**src/sv/n2a_pkg.sv**
```systemverilog
// ----------------------------------------------------------------------------
// n2a_pkg
// types and constants shared by the number to ascii formatter
// ----------------------------------------------------------------------------
package n2a_pkg;

  localparam int BIN_W      = 32;
  localparam int DEC_DIGITS = 10;
  localparam int DIG_W      = DEC_DIGITS * 4;

  localparam logic [1:0] FUNC_HEX_BYTE = 2'd0;
  localparam logic [1:0] FUNC_HEX_WORD = 2'd1;
  localparam logic [1:0] FUNC_HEX_LONG = 2'd2;
  localparam logic [1:0] FUNC_DEC      = 2'd3;

  localparam logic [7:0] CHAR_ZERO = 8'h30;
  localparam logic [7:0] CHAR_A    = 8'h41;

  typedef enum logic [1:0] {
    FS_IDLE,
    FS_CONV,
    FS_PUSH
  } front_state_t;

  // one number, digits right-aligned, ndig counts the digits to print
  typedef struct packed {
    logic [DIG_W-1:0] digits;
    logic [3:0]       ndig;
  } job_t;

  function automatic logic [7:0] digit_to_ascii(input logic [3:0] d);
    logic [7:0] c;
    if (d < 4'd10) begin
      c = CHAR_ZERO + {4'b0, d};
    end else begin
      c = CHAR_A + {4'b0, d - 4'd10};
    end
    return c;
  endfunction

endpackage

```
**src/sv/n2a_front.sv**
```systemverilog
// ----------------------------------------------------------------------------
// n2a_front
// accepts numbers, picks the format and builds the digit string
// ----------------------------------------------------------------------------
module n2a_front import n2a_pkg::*; (
  input  logic             clk,
  input  logic             rst_n,
  input  logic             in_push,
  output logic             in_full,
  input  logic [1:0]       in_func,
  input  logic [BIN_W-1:0] in_value,
  output logic             q_push,
  output job_t             q_job,
  input  logic             q_full
);

  front_state_t     state_r, state_nxt;
  logic [BIN_W-1:0] bin_r, bin_nxt;
  logic [DIG_W-1:0] bcd_r, bcd_nxt;
  logic [4:0]       cnt_r, cnt_nxt;
  logic [3:0]       ndig_r, ndig_nxt;
  logic             is_dec_r, is_dec_nxt;
  logic [DIG_W-1:0] adj;

  function automatic logic [3:0] count_digits(input logic [DIG_W-1:0] d);
    logic [3:0] n;
    n = 4'd1;
    for (int i = 1; i < DEC_DIGITS; i++) begin
      if (d[4*i +: 4] != 4'd0) n = 4'(i + 1);
    end
    return n;
  endfunction

  // double dabble: add 3 to every bcd digit of 5 or more before the shift
  always_comb begin
    for (int i = 0; i < DEC_DIGITS; i++) begin
      adj[4*i +: 4] = (bcd_r[4*i +: 4] >= 4'd5) ? bcd_r[4*i +: 4] + 4'd3
                                                : bcd_r[4*i +: 4];
    end
  end

  always_ff @(posedge clk) begin
    if (!rst_n) begin
      state_r <= FS_IDLE;
    end else begin
      state_r <= state_nxt;
    end
  end

  always_ff @(posedge clk) begin
    bin_r    <= bin_nxt;
    bcd_r    <= bcd_nxt;
    cnt_r    <= cnt_nxt;
    ndig_r   <= ndig_nxt;
    is_dec_r <= is_dec_nxt;
  end

  always_comb begin
    state_nxt  = state_r;
    bin_nxt    = bin_r;
    bcd_nxt    = bcd_r;
    cnt_nxt    = cnt_r;
    ndig_nxt   = ndig_r;
    is_dec_nxt = is_dec_r;
    in_full    = (state_r != FS_IDLE);
    q_push     = 1'b0;
    q_job.digits = bcd_r;
    q_job.ndig   = is_dec_r ? count_digits(bcd_r) : ndig_r;
    unique case (state_r)
      FS_IDLE: begin
        if (in_push) begin
          is_dec_nxt = 1'b0;
          state_nxt  = FS_PUSH;
          unique case (in_func)
            FUNC_HEX_BYTE: begin
              bcd_nxt  = DIG_W'(in_value[7:0]);
              ndig_nxt = 4'd2;
            end
            FUNC_HEX_WORD: begin
              bcd_nxt  = DIG_W'(in_value[15:0]);
              ndig_nxt = 4'd4;
            end
            FUNC_HEX_LONG: begin
              bcd_nxt  = DIG_W'(in_value);
              ndig_nxt = 4'd8;
            end
            FUNC_DEC: begin
              bin_nxt    = in_value;
              bcd_nxt    = '0;
              cnt_nxt    = 5'd31;
              is_dec_nxt = 1'b1;
              state_nxt  = FS_CONV;
            end
          endcase
        end
      end
      FS_CONV: begin
        bcd_nxt = {adj[DIG_W-2:0], bin_r[BIN_W-1]};
        bin_nxt = bin_r << 1;
        cnt_nxt = cnt_r - 5'd1;
        if (cnt_r == 5'd0) state_nxt = FS_PUSH;
      end
      FS_PUSH: begin
        q_push = !q_full;
        if (!q_full) state_nxt = FS_IDLE;
      end
      default: begin
        state_nxt = FS_IDLE;
      end
    endcase
  end

endmodule

```
**src/sv/n2a_fifo.sv**
```systemverilog
// ----------------------------------------------------------------------------
// n2a_fifo
// short queue of digit strings between front and back
// ----------------------------------------------------------------------------
module n2a_fifo import n2a_pkg::*; #(
  parameter int DEPTH = 2
) (
  input  logic clk,
  input  logic rst_n,
  input  logic push,
  input  job_t wr_job,
  output logic full,
  input  logic pop,
  output job_t rd_job,
  output logic empty
);

  localparam int PW = (DEPTH > 1) ? $clog2(DEPTH) : 1;
  localparam int CW = $clog2(DEPTH + 1);

  job_t          mem_r [DEPTH];
  logic [PW-1:0] wr_ptr_r, rd_ptr_r;
  logic [CW-1:0] cnt_r;
  logic          do_push, do_pop;

  assign full    = (cnt_r == CW'(DEPTH));
  assign empty   = (cnt_r == '0);
  assign do_push = push && !full;
  assign do_pop  = pop && !empty;
  assign rd_job  = mem_r[rd_ptr_r];

  always_ff @(posedge clk) begin
    if (do_push) mem_r[wr_ptr_r] <= wr_job;
  end

  always_ff @(posedge clk) begin
    if (!rst_n) begin
      wr_ptr_r <= '0;
      rd_ptr_r <= '0;
      cnt_r    <= '0;
    end else begin
      if (do_push) begin
        wr_ptr_r <= (wr_ptr_r == PW'(DEPTH - 1)) ? '0 : wr_ptr_r + 1'b1;
      end
      if (do_pop) begin
        rd_ptr_r <= (rd_ptr_r == PW'(DEPTH - 1)) ? '0 : rd_ptr_r + 1'b1;
      end
      if (do_push && !do_pop) begin
        cnt_r <= cnt_r + 1'b1;
      end else if (do_pop && !do_push) begin
        cnt_r <= cnt_r - 1'b1;
      end
    end
  end

endmodule

```
**src/sv/n2a_back.sv**
```systemverilog
// ----------------------------------------------------------------------------
// n2a_back
// emits one ascii character per word from the queued digit strings
// ----------------------------------------------------------------------------
module n2a_back import n2a_pkg::*; (
  input  logic       clk,
  input  logic       rst_n,
  input  job_t       q_job,
  input  logic       q_empty,
  output logic       q_pop,
  output logic       out_empty,
  input  logic       out_pop,
  output logic [7:0] out_char_code,
  output logic       out_last
);

  logic [DIG_W-1:0] sh_r, sh_nxt;
  logic [3:0]       rem_r, rem_nxt;
  logic             out_valid_r, out_valid_nxt;
  logic [7:0]       out_char_r, out_char_nxt;
  logic             out_last_r, out_last_nxt;
  logic             slot_free;
  logic [3:0]       lead;
  logic [5:0]       shamt;

  assign out_empty     = !out_valid_r;
  assign out_char_code = out_char_r;
  assign out_last      = out_last_r;
  assign slot_free     = !out_valid_r || out_pop;

  // left-align so the first digit sits in the top nibble
  assign lead  = 4'(DEC_DIGITS) - q_job.ndig;
  assign shamt = {lead, 2'b00};

  always_ff @(posedge clk) begin
    if (!rst_n) begin
      rem_r       <= '0;
      out_valid_r <= 1'b0;
    end else begin
      rem_r       <= rem_nxt;
      out_valid_r <= out_valid_nxt;
    end
  end

  always_ff @(posedge clk) begin
    sh_r       <= sh_nxt;
    out_char_r <= out_char_nxt;
    out_last_r <= out_last_nxt;
  end

  always_comb begin
    sh_nxt        = sh_r;
    rem_nxt       = rem_r;
    out_valid_nxt = out_valid_r && !out_pop;
    out_char_nxt  = out_char_r;
    out_last_nxt  = out_last_r;
    q_pop         = 1'b0;
    priority if (rem_r != 4'd0) begin
      if (slot_free) begin
        out_valid_nxt = 1'b1;
        out_char_nxt  = digit_to_ascii(sh_r[DIG_W-1 -: 4]);
        out_last_nxt  = (rem_r == 4'd1);
        sh_nxt        = sh_r << 4;
        rem_nxt       = rem_r - 4'd1;
      end
    end else if (!q_empty) begin
      q_pop   = 1'b1;
      sh_nxt  = q_job.digits << shamt;
      rem_nxt = q_job.ndig;
    end
  end

endmodule

```
**src/sv/number_to_ascii_formatter.sv**
```systemverilog
// ----------------------------------------------------------------------------
// number_to_ascii_formatter
// prints a 32-bit number as hex or unsigned decimal ascii characters
// ----------------------------------------------------------------------------
// Input queue: in_push with in_func and in_value, taken when in_full is low.
// Result queue: out_char_code and out_last are valid while out_empty is low,
// and the word is taken when out_pop is high. One word per character, most
// significant first, out_last on the final one.
// The front takes one number at a time and keeps in_full high until the
// number is written to the queue. A hex number goes from the accept state
// straight to the queue write; a decimal number first runs the bit-serial
// binary to bcd double dabble loop, which shifts in one input bit at a time.
// The back pulls a digit string from the queue, loads it into its shift
// register and then sends one character per cycle while the receiver pops.
// With the queue holding QUEUE_DEPTH strings, the front keeps converting
// while the back is still printing or the receiver stalls; a stalled
// receiver fills the queue and then holds in_full high.
// Reset empties the queue and the output register and leaves the front idle.
// ----------------------------------------------------------------------------
module number_to_ascii_formatter import n2a_pkg::*; #(
  parameter int QUEUE_DEPTH = 2
) (
  input  logic             clk,
  input  logic             rst_n,
  input  logic             in_push,
  output logic             in_full,
  input  logic [1:0]       in_func,
  input  logic [BIN_W-1:0] in_value,
  output logic             out_empty,
  input  logic             out_pop,
  output logic [7:0]       out_char_code,
  output logic             out_last
);

  logic q_push, q_full, q_pop, q_empty;
  job_t wr_job, rd_job;

  n2a_front u_front (
    .clk      (clk),
    .rst_n    (rst_n),
    .in_push  (in_push),
    .in_full  (in_full),
    .in_func  (in_func),
    .in_value (in_value),
    .q_push   (q_push),
    .q_job    (wr_job),
    .q_full   (q_full)
  );

  n2a_fifo #(
    .DEPTH (QUEUE_DEPTH)
  ) u_fifo (
    .clk    (clk),
    .rst_n  (rst_n),
    .push   (q_push),
    .wr_job (wr_job),
    .full   (q_full),
    .pop    (q_pop),
    .rd_job (rd_job),
    .empty  (q_empty)
  );

  n2a_back u_back (
    .clk           (clk),
    .rst_n         (rst_n),
    .q_job         (rd_job),
    .q_empty       (q_empty),
    .q_pop         (q_pop),
    .out_empty     (out_empty),
    .out_pop       (out_pop),
    .out_char_code (out_char_code),
    .out_last      (out_last)
  );

endmodule

```
**config.mk**
```make
export PLATFORM = sky130hd
export DESIGN_NAME = number_to_ascii_formatter
export DESIGN_NICKNAME = d
export VERILOG_FILES = /design/src/sv/n2a_pkg.sv /design/src/sv/n2a_front.sv /design/src/sv/n2a_fifo.sv /design/src/sv/n2a_back.sv /design/src/sv/number_to_ascii_formatter.sv
export SDC_FILE = /design/constraint.sdc
export NUM_CORES = 1
export LEC_CHECK = 0
export ABC_AREA = 1
export BUFFER_PORTS_ARGS = -buffer_cell sky130_fd_sc_hd__buf_2
export CAP_MARGIN = 10
export CORE_MARGIN = 3
export CORE_UTILIZATION = 62
export DETAILED_ROUTE_END_ITERATION = 10
export GPL_ROUTABILITY_DRIVEN = 0
export HOLD_SLACK_MARGIN = 0.05
export MAX_ROUTING_LAYER = met4
export PLACE_DENSITY = 0.77
export SETUP_SLACK_MARGIN = 0.02
export SYNTH_ARGS = -nofsm -noshare
export SYNTH_HDL_FRONTEND = slang
export SYNTH_SLANG_ARGS = --single-unit
```
**constraint.sdc**
```tcl
create_clock -name clk -period 5.43 [get_ports clk]
set_input_delay 0.2715 -clock clk [delete_from_list [all_inputs] [get_ports clk]]
set_output_delay 0.2715 -clock clk [all_outputs]
set_load 0.01 [all_outputs]
```
Yosys cells after proc, flatten, opt, wreduce, memory -nomap -nowiden
Memory sizes are Yosys's and may differ from the RTL's. A register that Yosys moved wholly into a read port is not among the register bits. Cells that the tools add are included.

Muxes and demuxes: 56. Div/mod/pow operators: 0. Bitwise gates (word level): 0. Equal/unequal tests: 13. $add $sub $neg: 20. Reductions and logical operators: 37. Shift operators: 1. $lt $le $gt $ge: 11. Multiply operators: 0.

Operators with widths (number): 2-to-1 mux 40 bit (4); case mux 40 bit (4 select lines) (1); 2-to-1 mux 4 bit (21); case mux 40 bit (2 select lines) (1); 2-to-1 mux 32 bit (2); case mux 32 bit (2 select lines) (1); >= comparator 4 x 3 -> 1 bit (second input constant) (10); nonzero test 4 bit (10); << shifter 40 x 6 -> 40 bit (1); adder 4 x 2 -> 4 bit (second input constant) (9); 2-to-1 mux 2 bit (7); 2-to-1 mux 1 bit (12); case mux 4 bit (3 select lines) (1); 2-to-1 mux 5 bit (2); case mux 5 bit (2 select lines) (1); AND reduction 3 bit (3); adder 7 x 4 -> 8 bit (first input constant) (1); == test 2 bit (second input constant) (4); 2-to-1 mux 8 bit (1); inequality test 2 bit (second input constant) (4); AND reduction 2 bit (4); adder 6 x 4 -> 7 bit (first input constant) (1); logical NOT 1 bit (6); logical NOT 2 bit (3); other kinds (19) (28).

Memory bits (read-only): 0. RAM bits: 88. Memories: 1. Flip-flop bits (word level): 142. Latch bits: 0. Input port bits: 38. Logic and storage cells: 153.

Memories: u_fifo.mem_r (words 2, width 44, read ports 1, clocked after memory_dff 1, wr ports 1, RTL line n2a_fifo.sv:21) `job_t mem_r [DEPTH];`.

Longest topological paths before layout
Word-level depth: 11. Mapped depth: 16. Mapped depth without buffers: 12.

Modules after synthesis
From an unflattened synthesis, not the netlist that was laid out.

Cells, all modules: 1189. Area total of the unflattened synthesis: 12092.8 um^2.

Modules (own cells, without submodules): n2a_front (area an instance 4629.4 um^2, seq. area each 2472.4 um^2, cells each 478, times used 1); n2a_back (area an instance 3838.7 um^2, seq. area each 1541.5 um^2, cells each 536, times used 1); n2a_fifo (area an instance 3624.7 um^2, seq. area each 2742.6 um^2, cells each 175, times used 1).

Worst setup path after synthesis
No wires, ideal clock.

Kind: flip-flop to flip-flop. From: register u_front.state_r[0]. To: register u_front.bin_r[0], enable pin. Slack: 1.571 ns. Clock period less this slack: 3.859 ns. Cell stages (with the launch flop): 4. Path buffers: 0. Data required time: 5.034 ns. Arrival time: 3.462 ns. Cell sequence: dfxtp_1 inv_1 a21oi_1 o21a_1.

Longest elaborated chain between the ends: 3. Elaborated cells between the ends (all ways): 6. Those cells by class: eq/ne (3); reduce/logical (3).

RTL lines: start, declared (RTL line n2a_front.sv:17) `front_state_t state_r, state_nxt;`; start signal, assigned (RTL line n2a_front.sv:46) `state_r <= state_nxt;`; == test 2 x 1 -> 1 bit or logical NOT 2 bit (tied branches) (RTL line n2a_front.sv:69) `unique case (state_r)`; nonzero test 2 bit (no source line) or inequality test 2 bit (tied branches); AND reduction 3 bit (no source line) (*); end signal, assigned (RTL line n2a_front.sv:51) `bin_r <= bin_nxt;`; end, declared (RTL line n2a_front.sv:18) `logic [BIN_W-1:0] bin_r, bin_nxt;`.

Every way passes the cells marked *; elsewhere a longest branch is shown, timed or not. A chain may end at the register's enable or synchronous reset.

==> results.md <==
- Outcome: finished clean
- GRT Max-Usage Layer: met2
- CTS buffer count: 24
- Final Hold Fails: 0
- Async set-reset flop share out of synthesis: 0%
- Commonest non-fill, non-tap cell in the layout: nand2_1
- Worst hold margin: 0.0711 ns
- Clock latency at the later pin of the worst-skew pair: ~0.53 ns
- GR Util met3: 4.19%
- N_diodes: 0
- Required @ worst endpoint: 5.71 ns
- Initial cell density of the core: 64.2%
- Top_reg_cell synth: edfxtp_1
- Setup bufs post-CTS: 0
- Final setup fails: 0
- Worst hold path class: in -> reg
- Post-route DRC violation count: 0
- Fmax: 0.299 GHz
- # IOs: 49
- Synthesized instance count: 1294
- Yosys warning count: 0
- RSZ-0062 raised after global routing: false
- Critical path peak fanout: 52
- Clk_skew: 0.0105 ns
- Final worst-path cycle share: 61.6%
- Final Total Pwr: 0.00701 W
- Worst vdd ir: 0.315 mV
- Initial antenna violation count: 0
- Post-detail-place hpwl: approximately 17000 um
- Syn Std Cell Area: around 12000 um^2
- CP Launch Type: flop
- GR Util met2: between 40% and 50%
- Largest net degree at the start of global routing: 61
- CP max stage cell: clkinv_1
- Setup crit end kind: flop
- Reg2Reg Setup Slack: 2.09 ns
- Clk slew on worst S/H paths: 0.06 ns
- Most frequent cells in the layout: 461 x nand2_1, 217 x edfxtp_1, 130 x inv_1
- CTS sink count: 229
- Via count: 8990
- CP cell instances: buf_4 -> nand2_1 -> nand2_1 -> ha_1 -> buf_4 -> clkinv_1 -> nand3_1 -> nand3_1 -> nand3_1 -> o21ai_0
- Tmin final: 3.34 ns
- Average vias per placed instance: 5.63
- Sequential share of the synthesized area: 57.6%
- Iter 0 DRT Violations: 859
- Die Y: 144 um
- CP Data Arrival Time: 3.62 ns
- Syn_area_per_cell: 9.06 um^2
- Routing usage on met1: a little over a third
- EDFF count, synth: 217
- Leakage: 5.67 nW
- Fillers: roughly 1.3k
- DR pass1 iterations: 5
- Longest Clk Path Bufs: 3
- Clock H-tree levels: 1
- WS Path Type: reg -> reg
- Syn nets: 1367
- Pins Over Slew Limit: 0
- CTS tree: built
- Count of input and output buffers: 47
- Max Cap Violations: 0
- Root Driver: clkbuf_16
- DIE WIDTH: 144 um
- Total core area: 18300 um^2
- Area Overhead vs Synth: 11.8%
- Avg WL per Cell: 16.0 um
- WL final: approximately 26000 um
- Final ANT Viol Nets: 0
- Distinct cell type count after synthesis: 39
- Final instance area: approximately 13000 um^2
- Share of layout cells above drive strength 1: approximately 8.3%
- Die area: between 20000 and 25000 um^2
- Site row count: just under 50
- Synth Register Bits: approximately 230
- Vias in the first global route: approximately 8.4k
- GRT Overall Usage: between 20% and 30%
- First-pass GRT wire length: 41700 um
- Total global routing overflow: 0
- Nets: 1424
- Power per standard cell area: 535 nW/um^2
- Setup TNS: 0 ns
- Max-slew headroom: 35.4%
- Slew @ Worst Pin: 0.967 ns
- Top cell by count, worst path: nand3_1
- Largest stage delay, worst path: 0.81 ns
- Dpl cell area: 12100 um^2
-- power breakdown --
group          leakage (nW)  internal, W  switching, W
logic                  3.12     0.000778       0.00193
registers              2.17      0.00249      0.000176
clock network         0.384     0.000959      0.000675
total                  5.67      0.00423       0.00278
-- final timing paths --
path | startpoint | to | depth (start not counted)
hold reg to reg | u_front.bcd_r[33] | u_fifo.mem_r[0][37] | 0
setup / recovery | flop | u_back.sh_r[37] | 10
setup reg to reg | flop | u_back.sh_r[37] | 10
hold / removal | in_value[0] | u_front.bin_r[0] | 3
-- critical path: cells and delay by family (launching register included) --
kind            cells  cell delay (ns)
fa+ha+maj           1             0.13
buf+inv             3             1.67
compound gates      1             0.09
flops               1             0.37
simple gates        5             0.81
-- flip-flops by register name (all words and copies together), names as in the netlist, named ones only --
register	flops
u_back.out_last	1
u_fifo.cnt_r	2
u_back.sh_r	40
u_fifo.wr_ptr_r	1
u_front.cnt_r	5
u_back.out_char_code	7
u_back.out_valid_r	1
u_front.is_dec_r	1
u_fifo.mem_r	88
u_front.ndig_r	3
u_back.rem_r	4
u_front.bcd_r	40
u_front.state_r	2
u_front.bin_r	32
u_fifo.rd_ptr_r	1
-- cells by family (layout without fill, tap and decap cells) --
kind of cell / count (synthesis) / in the layout / synth area share, %
AND/OR/NAND/NOR: 644 / 644 / 22.3
flip-flops: 229 / 229 / 57.6
AO/OA/AOI/OAI: 187 / 187 / 8.69
buffers and inverters: 186 / 261 / 6.71
adder cells (fa/ha/maj): 35 / 35 / 3.73
XOR/XNOR: 10 / 10 / 0.747
multiplexers: 2 / 2 / 0.171
other: 1 / 1 / 0.0320
-- routing by layer --
metal,vias to the layer above,share of wire [%]
li1,4431,-
met1,4151,43
met2,359,47
met3,49,7.5
met4,0,2.5
met5,-,0
-- Yosys cell counts, types with 3 or more instances --
master	count	area share, %
or2_2	3	0.16
xor2_1	9	0.67
nand3_1	108	4.6
dfxtp_1	12	2.0
buf_2	14	0.60
o22ai_1	13	0.69
buf_6	6	0.58
o211ai_1	3	0.19
a31oi_1	3	0.16
o32ai_1	6	0.45
ha_1	35	3.7
buf_4	7	0.45
clkbuf_1	22	0.70
nor2_1	51	1.6
edfxtp_1	217	56
o21ai_0	105	4.5
inv_2	4	0.13
nand2_1	461	15
a21oi_1	45	1.9
nand2_2	9	0.48
nor3_1	7	0.30
inv_1	130	4.2
-- area by class of cell --
| cell class | instances | area (um^2) | area share [%] |
|---|---|---|---|
| clock buffers | 29 | 619 | 4.72 |
| clock inverters | 15 | 168 | 1.28 |
| inverters | 135 | 507 | 3.86 |
| multi-input cells | 879 | 4220 | 32.2 |
| flip-flops and latches | 229 | 6760 | 51.5 |
| well taps | 229 | 287 | 2.19 |
| repair buffers | 82 | 558 | 4.26 |
-- metrics by stage --
step / setup WS, ns / utilization (%) / cells
finish: 2.09 / 71.8 / 1598
CTS: 2.18 / 71.8 / 1598
floorplan: 1.57 / - / 1294
global route: 1.82 / 71.8 / 1598
global placement: 2.29 / 66.1 / 1530
detailed placement: 2.18 / 66.1 / 1530
-- timing repair --
item	4_1_cts	5_1_grt
endpoints found under the hold margin	26	0
hold buffers	24	0
resized for setup	0	0
(Power assumes the default switching activity.)
